File: src/hdl/rss_pkg.sv
// ============================================================================
// rss_pkg - shared types and constants of the relocation set selector
// Store geometry, field widths, request codes, register indexes and the
// word formats passed between the front and back parts.
// ============================================================================
package rss_pkg;

    // store and sort geometry
    localparam int MAX_PAGES   = 1024;
    localparam int PIDX_W      = $clog2(MAX_PAGES);
    localparam int CNT_W       = $clog2(MAX_PAGES + 1);
    localparam int PART_SHIFT  = 11;
    localparam int NBUCKETS    = 1 << PART_SHIFT;
    localparam int BIDX_W      = PART_SHIFT;
    localparam int AGE_CLASSES = 16;
    localparam int AGE_IW      = (AGE_CLASSES > 1) ? $clog2(AGE_CLASSES) : 1;

    // field widths
    localparam int HANDLE_W = 16;
    localparam int LIVE_W   = 40;
    localparam int SLOG_W   = 6;
    localparam int FWD_W    = 32;
    localparam int AGE_W    = 4;
    localparam int RIDX_W   = 10;
    localparam int REQ_W    = 3;
    localparam int FRAG_W   = 14;
    localparam int MODE_W   = 2;
    localparam int CIDX_W   = 2;
    localparam int TGT_W    = 21;
    localparam int OCNT_W   = 11;
    localparam int OFWD_W   = 42;
    localparam int AGEP_W   = 11;
    localparam int AGEB_W   = 50;

    // scan arithmetic
    localparam int PCT     = 100;
    localparam int PCT2    = PCT * PCT;
    localparam int SUM_W   = LIVE_W + PIDX_W;
    localparam int FSUM_W  = FWD_W + PIDX_W;
    localparam int TO_W    = SUM_W + 1;
    localparam int DTO_W   = LIVE_W + 1;
    localparam int LHS_W   = FRAG_W + CNT_W;
    localparam int RHS_W   = FRAG_W + DTO_W;

    // bus widths
    localparam int S_TDATA_W = 112;
    localparam int M_TDATA_W = 200;

    // request codes
    typedef enum logic [REQ_W-1:0] {
        OP_APPEND   = 3'd0,
        OP_SELECT   = 3'd1,
        OP_RD_ENTRY = 3'd2,
        OP_RD_AGE   = 3'd3,
        OP_CLEAR    = 3'd4
    } op_t;

    // register indexes and group modes
    localparam logic [CIDX_W-1:0] CFG_USABLE = 2'd0;
    localparam logic [CIDX_W-1:0] CFG_FRAG   = 2'd1;
    localparam logic [CIDX_W-1:0] CFG_MODE   = 2'd2;
    localparam logic [MODE_W-1:0] MODE_OFF   = 2'd0;
    localparam logic [MODE_W-1:0] MODE_SEL   = 2'd1;

    // decoded request word
    typedef struct packed {
        op_t                 op;
        logic [HANDLE_W-1:0] page_handle;
        logic [LIVE_W-1:0]   live_bytes;
        logic [SLOG_W-1:0]   size_log2;
        logic [FWD_W-1:0]    forward_entries;
        logic [AGE_W-1:0]    page_age;
        logic                young_flag;
        logic [RIDX_W-1:0]   read_index;
    } item_t;

    // stored page word
    typedef struct packed {
        logic                young;
        logic [AGE_W-1:0]    age;
        logic [FWD_W-1:0]    fwd;
        logic [SLOG_W-1:0]   slog;
        logic [LIVE_W-1:0]   live;
        logic [HANDLE_W-1:0] handle;
    } page_t;

    // result word, last field in the lowest bits
    typedef struct packed {
        logic                error_flag;
        logic [AGEB_W-1:0]   age_bytes;
        logic [AGEP_W-1:0]   age_pages;
        logic [OFWD_W-1:0]   forward_total;
        logic [TGT_W-1:0]    target_pages;
        logic [OCNT_W-1:0]   selected_count;
        logic                young_unselected;
        logic                is_selected;
        logic [LIVE_W-1:0]   out_live_bytes;
        logic [HANDLE_W-1:0] out_handle;
    } res_t;

endpackage

File: src/hdl/rss_front.sv
// ============================================================================
// rss_front - request intake
// Accepts request words, drops unknown request codes and queues the decoded
// words in a two-entry queue for the back part.
// ============================================================================
module rss_front
    import rss_pkg::*;
(
    input  logic                 clk,
    input  logic                 rst_n,
    input  logic                 s_tvalid,
    output logic                 s_tready,
    input  logic [S_TDATA_W-1:0] s_tdata,
    input  logic [REQ_W-1:0]     s_tuser,
    output logic                 q_valid,
    input  logic                 q_ready,
    output item_t                q_item
);

    localparam int QD = 2;

    item_t      q_mem_reg [QD];
    logic       wr_ptr_reg, wr_ptr_next;
    logic       rd_ptr_reg, rd_ptr_next;
    logic [1:0] cnt_reg, cnt_next;
    logic       push, pop;
    item_t      dec;

    // unpack the bus word
    always_comb
    begin
        dec.op              = op_t'(s_tuser);
        dec.page_handle     = s_tdata[15:0];
        dec.live_bytes      = s_tdata[55:16];
        dec.size_log2       = s_tdata[61:56];
        dec.forward_entries = s_tdata[93:62];
        dec.page_age        = s_tdata[97:94];
        dec.young_flag      = s_tdata[98];
        dec.read_index      = s_tdata[108:99];
    end

    // unknown codes are taken and dropped
    assign s_tready = (cnt_reg != 2'(QD));
    assign push     = s_tvalid && s_tready && (s_tuser <= REQ_W'(OP_CLEAR));
    assign q_valid  = (cnt_reg != 2'd0);
    assign pop      = q_valid && q_ready;
    assign q_item   = q_mem_reg[rd_ptr_reg];

    // queue pointers
    always_comb
    begin
        wr_ptr_next = push ? ~wr_ptr_reg : wr_ptr_reg;
        rd_ptr_next = pop ? ~rd_ptr_reg : rd_ptr_reg;
        cnt_next    = cnt_reg + {1'b0, push} - {1'b0, pop};
    end

    always_ff @(posedge clk or negedge rst_n)
    begin
        if (!rst_n)
        begin
            wr_ptr_reg <= 1'b0;
            rd_ptr_reg <= 1'b0;
            cnt_reg    <= 2'd0;
        end
        else
        begin
            wr_ptr_reg <= wr_ptr_next;
            rd_ptr_reg <= rd_ptr_next;
            cnt_reg    <= cnt_next;
        end
    end

    // queue storage
    always_ff @(posedge clk)
    begin
        if (push)
        begin
            q_mem_reg[wr_ptr_reg] <= dec;
        end
    end

endmodule

File: config.mk
export PLATFORM = sky130hd
export DESIGN_NAME = rss_front
export DESIGN_NICKNAME = d
export VERILOG_FILES = /design/src/hdl/rss_pkg.sv /design/src/hdl/rss_front.sv
export SDC_FILE = /design/constraint.sdc
export NUM_CORES = 1
export LEC_CHECK = 0
export BUFFER_PORTS_ARGS = -buffer_cell sky130_fd_sc_hd__buf_2
export CORE_MARGIN = 5
export CORE_UTILIZATION = 40
export CTS_CLUSTER_SIZE = 40
export DETAILED_ROUTE_END_ITERATION = 10
export PLACE_DENSITY = 0.73
export SLEW_MARGIN = 20
export SYNTH_ARGS = -nofsm -noshare
export SYNTH_HDL_FRONTEND = slang
export SYNTH_SLANG_ARGS = --single-unit
File: constraint.sdc
create_clock -name clk -period 18.2 [get_ports clk]
set_input_delay 3.64 -clock clk [delete_from_list [all_inputs] [get_ports clk]]
set_output_delay 3.64 -clock clk [all_outputs]
set_load 0.02 [all_outputs]
# Word-level counts from Yosys, hierarchy flattened
# Memories as Yosys holds them, arrays and structs flattened.
# Cells that the tools add are included.
[classes]
order_cmp = 1
n_mul = 0
addsub = 2
n_bitwise = 2
mux = 2
n_shift = 0
reduce_logical = 4
div = 0
eq_ne = 1
[ops]
columns = ["op", "count"]
rows = [
  ["$le A3 B3 Y1 const B", 1],
  ["$logic_and A1 B1 Y1", 3],
  ["$add A2 B1 Y2", 1],
  ["$mux W1", 2],
  ["$ne A2 B2 Y1 const B", 1],
  ["$not A1 Y1", 2],
  ["$reduce_bool A2 Y1", 1],
  ["$sub A2 B1 Y2", 1],
]
[word_totals]
ram_bits = 224
latchBits = 0
romBits = 0
out_inout_bits = 114
reg_bits = 4
memories = 1
wordCells = 16
[memory_table]
columns = ["memory", "words", "width", "rd", "rd_ports_with_merged_regs", "write_ports", "line", "rtl"]
rows = [
  ["q_mem_reg", 2, 112, 1, 0, 1, "rss_front.sv:22", "item_t q_mem_reg [QD];"],
]

# Depth between registers and ports, before layout
# Gate-level depths: netlist of the first run.
[depth]
depth_word = 5
depth_mapped = 7
depth_no_buf = 7

# Worst setup path before layout of the first run
# OpenSTA, ideal clock, no wires.
[synth_path]
path_type = "input to register"
from = "input port s_tuser[1]"
to = "memory q_mem_reg[0][0] in the netlist's numbering, enable pin"
required_time_ps = 17615
path_slack_ps = 8978
cell_stages = 3
arrival_ps = 8637
cell_sequence = "o21ai_0 > nand3_1 > nor2_1"
[synth_between]
elab_chain_cells = 4
[synth_rtl]
columns = ["item", "line", "rtl"]
rows = [
  ["from (decl)", "rss_front.sv:14", "input logic [REQ_W-1:0] s_tuser,"],
  ["$le A3 B3 Y1", "rss_front.sv:44", "assign push = s_tvalid && s_tready && (s_tuser <= REQ_W'(OP_CLEAR));"],
  ["$logic_and A1 B1 Y1", "rss_front.sv:44", ""],
  ["$mux W1", "rss_front.sv:76", "if (push)"],
  ["$mux W1 (not written as such)", "rss_front.sv:78", "q_mem_reg[wr_ptr_reg] <= dec;"],
  ["to (decl)", "rss_front.sv:22", ""],
]
# No other way between the ends.

==> impl_metrics.ini, run 1 <==
[place]
place_ws_ns = 11.95
port_buffers = 229
routabilityCongestion = 0.757
dp_hpwl_mm = 10.8

[floorplan]
coreArea_um2 = 21100
start_util_pct = 40.7
ios = 233
fp.dieH_um = 156
dieArea_um2 = 24500
rows = 53
die_w_um = 156

[cts]
postCtsSetupBuffers = 0
numCtsBuffers = 24
holdBufCountCts = 0
clockBufferDepth = 3
cts_root_buffer = clkbuf_16
clock_sinks = 228
ctsResizeCount = 0
htreeDepth = 1
clk_pin_slew_ns = 0.06
clock_insertion_delay_worst_skew_ns = 0.50
tritoncts = yes

[global_routing]
grt_usage_pct = 12.5
grt_max_degree = 63
grt_overflow = 0
antenna_found_initial = 3
grt_pass1_vias = 4713
grt_pass1_wl_mm = 24.4

[run]
max_cap_viol_count = 0

[yosys]
async_flop_share_pct = 1.75
yosysSeqAreaShare_pct = 79.6
syn_nets = 489
syn_inst = 368
synthFlopType = edfxtp_1
synth_most_common_cell = edfxtp_1
synth_area_um2 = 8580
avgSynthCellArea_um2 = 23.3
ys_ff_latch = 228
yosys-top-cells-area = edfxtp_1, mux2_4, mux2_2
ys_warn_count = 0
synth_cell_types = 17
synth_top_area_share_pct = 78.4
synth_commonest_cells = edfxtp_1, mux2_4, mux2_2, buf_6
synth_top_area_cell = edfxtp_1
synth_edf_count = 224

[layout]
utilization_pct = 50.9
largest_register_ffs = 224
layout-drive-gt1-share_pct = 60.0
nNetsFinal = 736
area_growth_pct = 25.0

[timing]
tns_ns = 0
skew_ns = 0.0114
fin_ws_ns = 11.53
worstMarginPinSlew_ns = 1.02
fmaxAchievable_mhz = 150
holdWs_ns = 0.497
timing.final.hold_violations = 0
period_share_pct = 36.7
relSlewSlack_pct = 32.3
setup_viol = 0
finalMaxSlewViolations = 0
rsz0062_at_grt = false
min_period_ns = 6.67

[power_and_ir_drop]
power_density_nw_per_um2 = 157
p_leak_uw = 0.00416
seqPwrFrac_pct = 42.8
pwr-share-clk_pct = 26.4
peakVddDrop_uv = 115
p_sw_uw = 515
combPwrFrac_pct = 30.8
internal-power_uw = 1170
p_sw_share_pct = 30.6

[setup_path]
worst_path_max_delay_cell = dfrtp_4
cp_max_fo = 60
slowest_delay_ns = 0.98
cp.required_ns = 14.56
cp-end-kind = primary output
arrival_ns = 3.03
criticalPathCategory = register to primary output
r2r_slack_ns = 15.98
critPathLaunchType = register
worstPathCellList = buf_4 -> mux2_2 -> buf_2

[route]
vias = 4219
first_pass_iters = 4
routed_wl_mm = 16.1
viasPerCell = 4.65
drt_iter0_markers = 152
avgRoutedWirePerCell_um = 17.8
drc = 0
drtAntennaViolNets = 0

[status]
outcome = complete, no violations

[hold_path]
holdCritPathClass = register to register
[worst paths after layout]
kind                                        start                      to  depth (start not counted)
max                        rd_ptr_reg$_DFFE_PN0P_               q_item[2]                          3
min reg2reg                  cnt_reg[1]$_DFF_PN0_    cnt_reg[1]$_DFF_PN0_                          1
min in group asynchronous                   rst_n    cnt_reg[1]$_DFF_PN0_                          1
max reg2reg                rd_ptr_reg$_DFFE_PN0P_  rd_ptr_reg$_DFFE_PN0P_                          2
min                          cnt_reg[1]$_DFF_PN0_    cnt_reg[1]$_DFF_PN0_                          1
max in group asynchronous                   rst_n  rd_ptr_reg$_DFFE_PN0P_                          1
[per-stage QoR]
step | power (uW) | cells | instance area, um2
after floorplan | 1130 | 368 | 8580
after global placement | 1250 | 864 | 10000
after detailed placement | 1260 | 864 | 10000
after CTS | 1710 | 905 | 10700
after global routing | 1760 | 907 | 10700
final | 1680 | 907 | 10700
[power groups by stage]
stage	combinational [uW]	sequential (uW)	clock [uW]
final	519	720	444
after global routing	551	730	483
after CTS	531	723	460
after detailed placement	526	734	0
after global placement	520	728	0
after floorplan	414	711	0
[metal layers]
layer	up-vias	wire, um	track usage [%]
li1	1957	-	-
met1	2086	6130	14.0
met2	151	8320	22.8
met3	23	1440	4.04
met4	2	240	3.26
met5	-	13	0
[placed cells by master (no fill, tap or decap)]
cell,count
and2_1,1
buf_2,229
buf_4,5
bufinv_16,1
clkbuf_1,7
clkbuf_16,25
clkinv_1,6
clkinv_4,2
dfrtp_1,3
dfrtp_4,1
diode_2,2
edfxtp_1,224
ha_1,2
inv_1,2
mux2_2,42
mux2_4,70
nand2b_1,1
nand3_1,1
nor2_4,2
o21ai_0,1
or2_2,1
xnor2_1,3
xor2_1,1
[kinds of logic (layout without fill, tap and decap cells)]
group	Yosys count	count (layout)	synth area share [%]
AO/OA/AOI/OAI	1	1	0.0583
XOR/XNOR	4	4	0.408
adder cells (fa/ha/maj)	2	2	0.292
buffers and inverters	15	277	1.55
flip-flops	228	228	79.6
multiplexers	112	112	17.8
other	0	2	0
AND/OR/NAND/NOR	6	6	0.365
[area by class of cell]
cell class                 instances  area, um2
tap                              275        344
fill                            1701      10400
clock inverter                     9       70.1
multi-input combinational        125       1640
sequential                       228       6830
clock buffer                      32        652
timing repair buffer             234       1180
antenna                            2       5.00
inverter                           2       7.51
[critical path: cells and delay by family, from the launching register on]
kind | cells | cell delay [ns]
DFF | 1 | 0.98
muxes | 1 | 0.42
buffers and inverters | 2 | 1.06
Power figures use the tool's default switching activity.
==> inputs of run 2 (changes only) <==
==> constraint.sdc (replaced) <==
create_clock -name clk -period 6.9 [get_ports clk]
set_input_delay 1.38 -clock clk [delete_from_list [all_inputs] [get_ports clk]]
set_output_delay 1.38 -clock clk [all_outputs]
set_load 0.02 [all_outputs]
==> run 2 against run 1 <==
  * Non-clock buffer count unchanged
  * Clock-buffer cell count decreased by 2
  * First-iteration DRC count decreased by 12%
  * Sequential power increased to 2.7 times the previous value
  * Routed wire length increased by 0.12%
  * Die area unchanged
  * Combinational power increased to 2.6 times the previous value
  * Clock power increased to 2.7 times the previous value
  * Final cell count unchanged
  * Sequential cell count unchanged
  * Hold slack improved by 0.014 ns
  * Critical endpoint is now q_item[4]
  * Largest cell class unchanged
  * Largest power group unchanged
  * Highest routed layer unchanged
==> impl_metrics.ini, run 2 (synthesis results as in run 1) <==
[status]
outcome = complete, no violations

[setup_path]
critPathLaunchType = register
crit_family = flip-flops
arrival_ns = 2.58
path_buf_inv = 2
crit_start = rd_ptr_reg$_DFFE_PN0P_
worst_path_max_delay_cell = dfrtp_4
worstPathCellList = buf_12 -> mux2_2 -> buf_2
rr_worst_depth = 4
r2r_slack_ns = 4.82
crit_end = q_item[4]
cp_max_fo = 60
slowest_delay_ns = 1.01
cp-end-kind = primary output
cp.depth = 3
cp.required_ns = 5.52
worst_r2r_endpoint = q_mem_reg[0][76]$_DFFE_PP_
worstReg2RegStart = cnt_reg[1]$_DFF_PN0_
criticalPathCategory = register to primary output

[timing]
rsz0062_at_grt = false
skew_ns = 0.00514
setup_viol = 0
fin_ws_ns = 2.94
finalMaxSlewViolations = 0
worstMarginPinSlew_ns = 0.962
relSlewSlack_pct = 35.9
period_share_pct = 57.3
fmaxAchievable_mhz = 253
min_period_ns = 3.96
timing.final.hold_violations = 0
holdWs_ns = 0.511

[route]
drt_iter0_markers = 134
viasPerCell = 4.66
drtAntennaViolNets = 0
avgRoutedWirePerCell_um = 17.8
vias = 4230
drc = 0
routed_wl_mm = 16.2
first_pass_iters = 4

[global_routing]
grt_pass1_vias = 4603
grt_usage_pct = 12.8
grt_overflow = 0
grt_util_met2_pct = 22.5
grt_pass1_wl_mm = 24.7
use_met3_pct = 3.57
antenna_found_initial = 1
grt.met1_usage_pct = 15.4
grt_max_degree = 61
busiest_layer = met2

[floorplan]
die_w_um = 156
ios = 233
rows = 53
coreArea_um2 = 21100
fp.dieH_um = 156
dieArea_um2 = 24500
start_util_pct = 40.7

[cts]
numCtsBuffers = 24
clock_sinks = 228
htreeDepth = 1
tritoncts = yes
clk_pin_slew_ns = 0.06
clock_insertion_delay_worst_skew_ns = 0.50
postCtsSetupBuffers = 0
clockBufferDepth = 3
cts_root_buffer = clkbuf_16
ctsResizeCount = 0
holdBufCountCts = 0

[power_and_ir_drop]
peakVddDrop_uv = 283
pwr-share-clk_pct = 26.5
power_density_nw_per_um2 = 415
internal-power_uw = 3090
power_uw = 4460
seqPwrFrac_pct = 42.7
combPwrFrac_pct = 30.8
p_sw_uw = 1370
p_sw_share_pct = 30.7
p_leak_uw = 0.00418

[layout]
nNetsFinal = 736
area_growth_pct = 25.3
layout_common_cells = buf_2, edfxtp_1, mux2_4
layout-drive-gt1-share_pct = 60.6
utilization_pct = 51.0
largest_register_ffs = 224
num_antenna_cells = 0
layout_commonest_cell = buf_2
fillers = 1732
finish.instance_area_um2 = 10700

[place]
dp_hpwl_mm = 10.8
port_buffers = 229
place_ws_ns = 3.41
dpl_cell_area_um2 = 10000
routabilityCongestion = 0.774

[run]
max_cap_viol_count = 0

[hold_path]
holdCritPathClass = register to register
==> run 2: per-layer routing <==
metal	vias to the layer above	share of wire, %	wire [um]
met5	-	0.043	7
li1	1957	-	-
met2	155	51	8270
met3	31	8.3	1340
met1	2085	39	6240
met4	2	1.8	298
==> run 2: cell type report <==
type	instances	area, um2	area share [%]
flip-flops and latches	228	6830	63.6
multi-input cells	125	1640	15.2
repair buffers	234	1200	11.1
clock buffers	30	644	6.00
well taps	275	344	3.20
clock inverters	13	90.1	0.838
inverters	2	7.51	0.0698
==> run 2: worst min path at each step <==
stage / from / endpoint / slack, ns / cells past startpoint
2_1_floorplan: cnt_reg[1]$_DFF_PN0_ / cnt_reg[1]$_DFF_PN0_ / 0.46 / 1
3_3_place_gp: cnt_reg[1]$_DFF_PN0_ / cnt_reg[1]$_DFF_PN0_ / 0.48 / 1
3_5_place_dp: cnt_reg[1]$_DFF_PN0_ / cnt_reg[1]$_DFF_PN0_ / 0.51 / 1
4_1_cts: cnt_reg[1]$_DFF_PN0_ / cnt_reg[1]$_DFF_PN0_ / 0.52 / 1
5_1_grt: cnt_reg[1]$_DFF_PN0_ / cnt_reg[1]$_DFF_PN0_ / 0.53 / 1
6_report: cnt_reg[1]$_DFF_PN0_ / cnt_reg[1]$_DFF_PN0_ / 0.51 / 1
==> run 2: through the flow <==
stage	std cells	setup TNS (ns)
after floorplan	368	-13.91
after CTS	907	0
final	907	0
after global placement	864	0
after global routing	907	0
after detailed placement	864	0
==> run 2: power groups by stage <==
| stage | clock network [uW] | registers [uW] | logic, uW |
|---|---|---|---|
| after global routing | 1280 | 1930 | 1450 |
| after detailed placement | 0 | 1940 | 1400 |
| after global placement | 0 | 1920 | 1380 |
| final | 1180 | 1910 | 1370 |
| after floorplan | 0 | 1870 | 1090 |
| after CTS | 1220 | 1910 | 1400 |
